$ cat src/hw/rtl/stq_pkg.sv
// types and constants shared by the sorted timer event queue
package stq_pkg;

	localparam int unsigned DEADLINE_W  = 64;
	localparam int unsigned TAG_W       = 16;
	localparam int unsigned DELAY_W     = 32;
	localparam int unsigned MAX_RESULTS = 16;
	localparam int unsigned FIRE_CNT_W  = $clog2(MAX_RESULTS);

	typedef enum logic [1:0] {
		OP_INSERT = 2'd0,
		OP_CANCEL = 2'd1,
		OP_TICK   = 2'd2,
		OP_NONE   = 2'd3
	} op_t;

	typedef enum logic [2:0] {
		KIND_INSERTED  = 3'd0,
		KIND_FULL      = 3'd1,
		KIND_CANCELLED = 3'd2,
		KIND_MISS      = 3'd3,
		KIND_FIRED     = 3'd4,
		KIND_IDLE      = 3'd5
	} kind_t;

	typedef enum logic [1:0] {
		CMD_HOLD   = 2'd0,
		CMD_INSERT = 2'd1,
		CMD_CANCEL = 2'd2,
		CMD_POP    = 2'd3
	} cell_cmd_t;

	typedef enum logic {
		ST_IDLE = 1'b0,
		ST_FIRE = 1'b1
	} state_t;

	typedef struct packed {
		logic                  valid;
		logic [DEADLINE_W-1:0] deadline;
		logic [TAG_W-1:0]      tag;
	} entry_t;

	typedef struct packed {
		cell_cmd_t             cmd;
		logic [DEADLINE_W-1:0] due;
		logic [TAG_W-1:0]      tag;
	} cell_ctrl_t;

endpackage

$ cat src/hw/rtl/stq_cell.sv
// one slot of the sorted event chain
module stq_cell (
	input  logic                clk,
	input  logic                arst_n,
	input  stq_pkg::cell_ctrl_t ctrl,
	input  stq_pkg::entry_t     left_ent,
	input  logic                left_keep,
	input  logic                left_hit,
	input  stq_pkg::entry_t     right_ent,
	output stq_pkg::entry_t     ent,
	output logic                keep,
	output logic                hit
);
	import stq_pkg::*;

	logic   valid_q;
	logic [DEADLINE_W-1:0] deadline_q;
	logic [TAG_W-1:0]      tag_q;
	entry_t cur;
	entry_t nxt;

	assign cur  = '{valid: valid_q, deadline: deadline_q, tag: tag_q};
	assign ent  = cur;
	assign keep = valid_q && (deadline_q <= ctrl.due);
	assign hit  = left_hit || (valid_q && (tag_q == ctrl.tag));

	always_comb begin
		nxt = cur;
		case (ctrl.cmd)
			CMD_INSERT: begin
				if (!keep) begin
					if (left_keep) begin
						nxt = '{valid: 1'b1, deadline: ctrl.due, tag: ctrl.tag};
					end else begin
						nxt = left_ent;
					end
				end
			end
			CMD_CANCEL: begin
				if (hit) begin
					nxt = right_ent;
				end
			end
			CMD_POP: begin
				nxt = right_ent;
			end
			default: begin
				nxt = cur;
			end
		endcase
	end

	always_ff @(posedge clk or negedge arst_n) begin
		if (!arst_n) begin
			valid_q <= 1'b0;
		end else begin
			valid_q <= nxt.valid;
		end
	end

	always_ff @(posedge clk) begin
		deadline_q <= nxt.deadline;
		tag_q      <= nxt.tag;
	end

endmodule

$ cat config.mk
export PLATFORM = sky130hd
export DESIGN_NAME = stq_cell
export DESIGN_NICKNAME = d
export VERILOG_FILES = /design/src/hw/rtl/stq_pkg.sv /design/src/hw/rtl/stq_cell.sv
export SDC_FILE = /design/constraint.sdc
export NUM_CORES = 1
export LEC_CHECK = 0
export BUFFER_PORTS_ARGS = -buffer_cell sky130_fd_sc_hd__buf_4
export CORE_MARGIN = 2
export CORE_UTILIZATION = 35
export CTS_CLUSTER_SIZE = 25
export DETAILED_ROUTE_END_ITERATION = 7
export GPL_TIMING_DRIVEN = 0
export MAX_ROUTING_LAYER = met4
export PLACE_DENSITY = 0.74
export SETUP_SLACK_MARGIN = 0.05
export SYNTH_ARGS = -nofsm -noshare
export SYNTH_HDL_FRONTEND = slang
export SYNTH_SLANG_ARGS = --single-unit
$ cat constraint.sdc
create_clock -name clk -period 4.7 [get_ports clk]
set_input_delay 0.235 -clock clk [delete_from_list [all_inputs] [get_ports clk]]
set_output_delay 0.235 -clock clk [all_outputs]
set_load 0.1 [all_outputs]
==> flow_summary.ini, run 1 <==
[worst_setup_path]
critPathKind = reg -> reg
timing.rr.start = deadline_q[45]
path_cells = ha_1 -> nand4_1 -> nor4_1 -> nand4_1 -> a211o_1 -> nand4_1 -> a31o_4 -> buf_16
startpoint_type = flip-flop
max_stage_delay_ps = 520
worstSetupStartpoint = deadline_q[45]
cp_data_arrival_time_ps = 3280
critical_path_required_ps = 4730
critical_path.max_fanout = 49
slowest_stage = a31o_4
endpoint_kind = flip-flop
cpMostUsedCell = nand4_1

[synthesis]
synth_commonest_cells = nand2_1, o21ai_0, edfxtp_1, mux2i_1, inv_1
syn_inst = 609
synth_fp_nets = 921
ys_top_cells_by_area = edfxtp_1, ha_1, mux2i_1
synthFlopType = edfxtp_1
synth_edf_count = 80
ys_seq_elements = 81
synth.most_common_cell = nand2_1
ys_warn_count = 0
ys_async_sr_fraction_pct = 1.23
avgSynthCellArea_sq_um = 9.71
ys_seq_area_share_pct = 41.0
ys_types = 40
synth_top_area_share_pct = 40.6
synth_area_sq_um = 5910
yosys.area.top_type = edfxtp_1

[sta]
setup-tns-final_ps = 0
rsz0062_at_grt = no
maxSlewViolCount = 0
worst_pin_slew_ps = 698
max_slew_margin_pct = 53.5
fin_crit_ps = 3250
layout_worst_path_cycle_share_pct = 69.2
timing.final.ws_setup_ps = 1450
setup_viol = 0
finalHoldViolCount = 0
max_freq_mhz = 307
finalClockSkew_ps = 9.42

[clock_tree]
holdBufCountCts = 1
clockBufferDepth = 2
cts_resized = 0
cts_setup_buffers = 0
clock_sinks = 81
path_clk_slew_ps = 70
cts_made_buffers = 9
insertion_delay_ps = 350
cts_tree = built
root_buffer = clkbuf_16
cts_htree_levels = 3

[power]
peakVddDrop_mv = 0.202
p_int_mw = 1.83
power.switching_mw = 1.47
seqPwrFrac_pct = 30.4
p_leak_nw = 4.51
power_density_nw_per_um2 = 366
p_comb_share_pct = 46.7
sw_frac_of_total_pct = 44.6
pwr-share-clk_pct = 22.9
p_total_mw = 3.30

[grt]
antenna_found_initial = 0
grt-ovfl-total = 0
grt_pass1_wl_um = 30300
grt_usage_pct = 22.4
grt_pass1_vias = 5980
grt_max_degree = 50

[detailed_routing]
ant_nets = 0
drt-pass1-iter-count = 5
drt_first_iter_violations = 264
routed_wl_um = 19900
route.detailed.drc = 0
vias = 5906
detail_route.wl_per_cell_um = 16.9
vias_per_cell = 5.02

[placement]
gp_congestion = 0.844
pre_cts_ws_ps = 1320
dp_hpwl_um = 16400
port_buffers = 329

[finish]
fin_nets = 1263
area_delta_synth_final_pct = 52.4
antenna_cells = 0
nFillCells = 1495
drive_gt1_share_pct = 37.2

[floorplanning]
fp-row-count = 47
die_area_sq_um = 18000
pin_count = 331
die_h_um = 134
start_util_pct = 35.8
die_w_um = 134
core_sq_um = 16500

[run]
max_cap_violations = 0

[hold_path]
hp-class = in -> reg
hp-start = right_ent[74]

[run_status]
outcome = complete, no violations
==> power by group through the flow <==
stage	Clock, mW	Combinational (mW)	Sequential, mW
4_1_cts	0.768	1.55	1.01
2_1_floorplan	0	0.358	1.74
5_1_grt	0.796	1.63	1.02
3_3_place_gp	0	1.53	1.02
6_report	0.756	1.54	1.00
3_5_place_dp	0	1.55	1.02
==> per-layer routing <==
layer / wire, um / global-route usage (%) / vias up
met3: 1580 / 4.46 / 30
li1: - / - / 2878
met5: 0 / - / -
met4: 452 / 8.04 / 0
met2: 10100 / 39.6 / 253
met1: 7740 / 25.2 / 2745
==> logic make-up (layout without fill, tap and decap cells) <==
| kind of cell | after synthesis | in the layout | synth area share [%] |
|---|---|---|---|
| compound gates | 141 | 141 | 13.2 |
| simple gates | 133 | 133 | 10.1 |
| buf+inv | 94 | 441 | 6.20 |
| flops | 81 | 81 | 41.0 |
| mux | 80 | 80 | 13.5 |
| fa+ha+maj | 64 | 64 | 13.5 |
| xor+xnor | 16 | 16 | 2.37 |
==> worst max-delay path, delay by kind of cell (launching register included) <==
family          cells  cell delay, ps
compound gates      2             850
fa+ha+maj           1             320
buf+inv             1             320
flops               1             410
simple gates        4             990
==> layout make-up <==
type | count | area [sq um] | area share [%]
plain buffers | 28 | 119 | 1.32
clock buffers | 9 | 225 | 2.50
clock inverters | 7 | 85.1 | 0.944
inverters | 66 | 248 | 2.75
multi-input cells | 434 | 3130 | 34.7
flip-flops and latches | 81 | 2430 | 26.9
well taps | 220 | 275 | 3.05
repair buffers | 331 | 2510 | 27.8
==> registers in the layout, indices dropped and copies added, names as in the netlist <==
| signal | cells |
|---|---|
| deadline_q | 64 |
| tag_q | 16 |
| valid_q | 1 |
==> metrics by stage <==
stage	utilization (%)	cells	area [sq um]	hold slack (ps)
after global routing	54.6	1176	9020	170
after floorplan	-	609	5910	-60.6
after detailed placement	52.6	1159	8700	10.9
final	54.6	1176	9020	162
after global placement	52.4	1158	8660	11.2
after CTS	54.6	1176	9020	151
==> cells in the final DEF, fill, tap and decap left out, types with 3 or more instances in the layout <==
master       n
nand3_1      4
clkbuf_1    19
inv_1       66
xor2_1       4
ha_1        64
o21ai_1      3
a21oi_1     24
buf_2        8
xnor2_1     12
nand2_1     97
mux2i_1     80
nand4_1     14
a21o_1       5
nor2_1       3
o21ai_0     90
o211ai_1     3
edfxtp_1    80
buf_4      330
a211oi_1     3
and4_1       4
clkbuf_16    9
==> path summary, 6_finish.rpt <==
path | slack (ps) | cells past startpoint | endpoint
setup / recovery | 1450 | 8 | deadline_q[41]
hold / removal | 160 | 3 | deadline_q[58]
setup reg to reg | 1450 | 8 | deadline_q[41]
hold reg to reg | 650 | 2 | valid_q
max in group asynchronous | 4420 | 2 | valid_q
min in group asynchronous | 200 | 2 | valid_q
Note: power is estimated with default switching activity, not from simulation.
==> inputs of run 2 (changes only) <==
- PLACE_DENSITY: 0.74 -> 0.76
- clock period: 4.7 -> 2.95 ns (I/O delays scaled with it)
==> run 2 against run 1 <==
  * Design area rose by 3.1%
  * Clock skew shrank 1.5 ps
  * Maximum frequency rose by 11%
  * Sequential power up 59%
  * Combinational power increased by 68%
  * Critical path depth up 1
  * Wire length is 8.9% higher
  * Register-to-register slack worse by 1400 ps
  * Global-route usage is 1.4 points higher
  * Via count rose by 2.6%
  * Sequential cell count unchanged
  * Core utilization up 1.7 points
  * Critical path type unchanged
==> flow_summary.ini, run 2 (synthesized netlist as in run 1, its figures left out) <==
[clock_tree]
clock_sinks = 81
cts_made_buffers = 9
insertion_delay_ps = 340
cts_tree = built
cts_htree_levels = 3
path_clk_slew_ps = 70
root_buffer = clkbuf_16
clockBufferDepth = 2

[worst_setup_path]
critical_path_required_ps = 2950
critPathKind = reg -> reg
critical_path.max_fanout = 20
startpoint_type = flip-flop
cp_data_arrival_time_ps = 2930
endpoint_kind = flip-flop

[sta]
rsz0062_at_grt = yes
layout_worst_path_cycle_share_pct = 99.2
setup_viol = 0
finalHoldViolCount = 0
timing.final.ws_setup_ps = 22.9
setup-tns-final_ps = 0
finalClockSkew_ps = 7.93
max_freq_mhz = 342
fin_crit_ps = 2930
max_slew_margin_pct = 16.0
worst_pin_slew_ps = 1260
maxSlewViolCount = 0

[finish]
drive_gt1_share_pct = 39.5
nFillCells = 1495
area_delta_synth_final_pct = 57.2
largest_reg_flops = 64
multiInputGateArea_sq_um = 3290
final_cell_mix = buf_4, nand2_1, o21ai_0, mux2i_1, edfxtp_1
top_regs = deadline_q: 64 flops, tag_q: 16 flops, valid_q: 1 flops
antenna_cells = 0
layout_commonest_cell = buf_4
top_register = deadline_q
fin_cells = 1193
fin_nets = 1280
register_area_sq_um = 2430

[run_status]
outcome = complete, no violations

[placement]
pre_cts_ws_ps = -655
dp_hpwl_um = 16300
dp_cells = 1158
gp_congestion = 0.828
port_buffers = 329

[detailed_routing]
routed_wl_um = 21700
drt_first_iter_violations = 265
route.detailed.drc = 0
detail_route.wl_per_cell_um = 18.2
vias = 6061
drt-pass1-iter-count = 5
ant_nets = 0
vias_per_cell = 5.08

[grt]
grt_max_degree = 21
grt_pass1_vias = 6166
grt_usage_pct = 23.8
grt_pass1_wl_um = 32000
antenna_found_initial = 0
grt-ovfl-total = 0

[floorplanning]
die_w_um = 134
pin_count = 331
die_h_um = 134
core_sq_um = 16500
die_area_sq_um = 18000
fp-row-count = 47
start_util_pct = 35.8

[power]
p_leak_nw = 4.60
peakVddDrop_mv = 0.330
power_density_nw_per_um2 = 591

[run]
max_cap_violations = 0

[hold_path]
hp-class = in -> reg
[run 2: cell count changes in the layout (fill, tap and decap cells not counted), moves of 2 or more]
cell | before | now
a31o_4 | 1 | 5
a2111oi_0 | 2 | 0
ha_1 | 64 | 62
ha_4 | 0 | 2
a31o_2 | 0 | 3
buf_12 | 0 | 3
a2111oi_2 | 0 | 2
buf_4 | 330 | 337
[run 2: per-layer routing]
layer / global-route usage, % / part of all wire, % / vias up
li1: - / - / 2932
met3: 4.72 / 7.6 / 24
met4: 7.51 / 1.6 / 0
met5: - / 0 / -
met1: 27.2 / 40 / 2844
met2: 42.1 / 51 / 261
[run 2: metrics by stage]
step	utilization, %	hold WS, ps	cell area, sq um	power (mW)
after global routing	56.3	82.6	9300	5.72
after floorplan	-	-148	5930	3.34
after detailed placement	52.5	-75.9	8670	4.07
after CTS	55.2	67.8	9130	5.44
after global placement	52.5	-76.1	8670	4.05
final	56.3	81.2	9300	5.49
[run 2: worst max-delay path, cell delays in order (launching register included)]
cell      delay (ps)
edfxtp_1         390
ha_1             320
nand4_1          150
and4bb_2         390
nand4_1          100
buf_4            180
a211o_1          250
nand4_1          230
buf_6            170
a31o_4           390
[run 2: final cells by class]
class	count	area share [%]
multi-input cells	441	35.4
repair buffers	341	28.0
flip-flops and latches	81	26.1
well taps	220	2.96
inverters	66	2.66
clock buffers	10	2.46
plain buffers	28	1.28
clock inverters	6	1.14
[run 2: where the power goes]
| part | switching, mW | internal, mW |
|---|---|---|
| sequential | 0.104 | 1.49 |
| clock | 0.484 | 0.824 |
| combinational | 1.83 | 0.768 |
| total | 2.41 | 3.08 |
[run 2: final timing paths]
| kind | from | endpoint | slack, ps | cells past startpoint |
|---|---|---|---|---|
| worst max-delay path | deadline_q[61] | tag_q[6] | 20 | 9 |
| worst min-delay path | right_ent[59] | deadline_q[43] | 80 | 3 |
| worst max register to register | deadline_q[61] | tag_q[6] | 20 | 9 |
| worst min register to register | valid_q | valid_q | 690 | 2 |
| max in group asynchronous | arst_n | valid_q | 2760 | 2 |
| min in group asynchronous | arst_n | valid_q | 110 | 2 |
[run 2: what timing repair did]
action                                 4_1_cts  5_1_grt
pin swaps                                    8        7
hold buffers                                 1        0
endpoints found under the hold margin        1        0
gates resized for setup                     10       10
gates cloned                                 4        3
setup endpoints to repair                   81       81
buffers inserted                             4        7
==> inputs of run 3 (changes only) <==
- CORE_MARGIN: 2 -> 3
- RECOVER_POWER: not set -> 50
==> run 3 against run 2 <==
  * Non-clock buffer count is 2 higher
  * Clock skew is 5.0 ps higher
  * The flow now finishes with violations (capacitance limit)
  * First-iteration DRC count is 18% higher
  * Global-route usage is 0.40 points lower
  * Critical path depth stayed put
  * Sequential share of layout area is 0.76 points higher
  * Final cell count is 0.17% lower
  * Critical endpoint is now deadline_q[60]
  * Clock power is 16% lower
==> flow_summary.ini, run 3 (synthesized netlist as in run 1, its figures left out) <==
[run_status]
outcome = finished, violations left
violations = capacitance limit

[clock_tree]
cts_made_buffers = 9
clock_sinks = 81
insertion_delay_ps = 340
cts_htree_levels = 3
path_clk_slew_ps = 60
root_buffer = clkbuf_16
cts_tree = built
clockBufferDepth = 2

[placement]
dp_cells = 1154
pre_cts_ws_ps = -764
port_buffers = 329
gp_congestion = 0.821
dp_hpwl_um = 17100

[finish]
area_delta_synth_final_pct = 52.8
drive_gt1_share_pct = 32.9
fin_cells = 1191
top_register = deadline_q
largest_reg_flops = 64
final_cell_mix = buf_4, nand2_1, clkbuf_1, o21ai_0
top_regs = deadline_q: 64 flops, tag_q: 16 flops, valid_q: 1 flops
layout_commonest_cell = buf_4
antenna_cells = 0
fin_nets = 1283

[floorplanning]
die_area_sq_um = 18500
die_h_um = 136
start_util_pct = 36.4
pin_count = 331
fp-row-count = 46
die_w_um = 136
core_sq_um = 16200

[detailed_routing]
drt-pass1-iter-count = 5
vias = 6039
detail_route.wl_per_cell_um = 19.0
route.detailed.drc = 0
ant_nets = 0
drt_first_iter_violations = 312
vias_per_cell = 5.07
routed_wl_um = 22600

[hold_path]
whs_endpoint = deadline_q[0]
hold_depth = 3
hp-start = right_ent[16]
hp-class = in -> reg

[worst_setup_path]
critical_path_required_ps = 2970
cpMostUsedCell = nand4_1
cp_data_arrival_time_ps = 2870
r2r_slack_ps = 100
endpoint_kind = flip-flop
slowest_stage = edfxtp_1
startpoint_type = flip-flop
ff2ff_path_depth = 9
critical_path.max_fanout = 8
max_stage_delay_ps = 440
critPathKind = reg -> reg
timing.rr.end = deadline_q[60]
cp_top_family = simple AND/OR/NAND/NOR gates
critical_path_buf_inv_count = 2
path_cells = ha_4 -> and4_1 -> and4bb_2 -> nand4_1 -> buf_4 -> a211o_1 -> nand4_1 -> buf_6 -> a31o_2
timing.rr.start = deadline_q[53]

[grt]
grt_usage_pct = 23.4
grt_pass1_wl_um = 32200
antenna_found_initial = 0
grt-ovfl-total = 0
grt_max_degree = 21
grt_pass1_vias = 6132

[sta]
worst_pin_slew_ps = 1480
max_slew_margin_pct = 1.22
finalClockSkew_ps = 12.9
max_freq_mhz = 351
fin_crit_ps = 2850
timing.final.ws_setup_ps = 99.3
rsz0062_at_grt = yes
setup-tns-final_ps = 0
layout_worst_path_cycle_share_pct = 96.6
setup_viol = 0
finalHoldViolCount = 0
maxSlewViolCount = 0

[power]
p_leak_nw = 4.34
peakVddDrop_mv = 0.317
power_density_nw_per_um2 = 574
p_total_mw = 5.19

[run]
max_cap_violations = 1
[run 3: cell types whose count changed in the layout (fill, tap and decap cells not counted), sizes merged]
cell      before  now
bufinv         3    1
a31o           8    9
clkinvlp       1    0
clkinv         2    4
buf          349  279
clkbuf        29  101
[run 3: worst reg2reg max path, stage by stage, from the launching register on]
cell and delay, ps:
edfxtp_1 440, ha_4 300, and4_1 220, and4bb_2 290
nand4_1 100, buf_4 180, a211o_1 250, nand4_1 230
buf_6 210, a31o_2 320
[run 3: worst max path at each step]
| stage | to | cells past startpoint | slack [ps] | start |
|---|---|---|---|---|
| finish | deadline_q[60] | 9 | 100 | deadline_q[53] |
| global placement | deadline_q[49] | 7 | -710 | deadline_q[46] |
| CTS | deadline_q[17] | 9 | 20 | deadline_q[1] |
| global route | deadline_q[0] | 9 | -40 | deadline_q[47] |
| detailed placement | deadline_q[47] | 7 | -760 | deadline_q[46] |
| floorplan | deadline_q[0] | 8 | -470 | deadline_q[1] |
[run 3: stage by stage]
step / utilization [%] / hold WS (ps) / instance area (sq um)
final: 55.7 / 88.3 / 9040
after global routing: 55.7 / 75.6 / 9040
after CTS: 55.9 / 70.7 / 9070
after detailed placement: 53.4 / -76.9 / 8670
after global placement: 53.4 / -76.5 / 8670
after floorplan: - / -148 / 5930
[run 3: power by group]
group,internal [mW],switching (mW)
clock network,0.643,0.456
registers,1.49,0.104
logic,0.654,1.84
total,2.79,2.40
[run 3: repair_timing]
item | 4_1_cts | 5_1_grt
buffers inserted | 4 | 9
cloned | 3 | 5
resized for setup | 10 | 21
endpoints found under the hold margin | 1 | 0
pin swaps | 7 | 11
endpoints found under the setup margin | 81 | 81
hold buffers | 1 | 0
[run 3: per-layer routing]
| layer | track usage (%) | share of wire, % | vias to the layer above |
|---|---|---|---|
| met5 | - | 0 | - |
| met1 | 26.7 | 40 | 2835 |
| met4 | 7.56 | 1.9 | 0 |
| met3 | 5.37 | 7.1 | 28 |
| li1 | - | - | 2937 |
| met2 | 40.9 | 51 | 239 |
[run 3: area by class of cell]
type	instances	area, sq um
Clock inverter	5	47.5
Tap cell	216	270
Clock buffer	10	229
Timing Repair Buffer	343	2330
Inverter	66	248
Multi-Input combinational cell	442	3370
Buffer	28	119
Sequential cell	81	2430
Fill cell	1589	7190
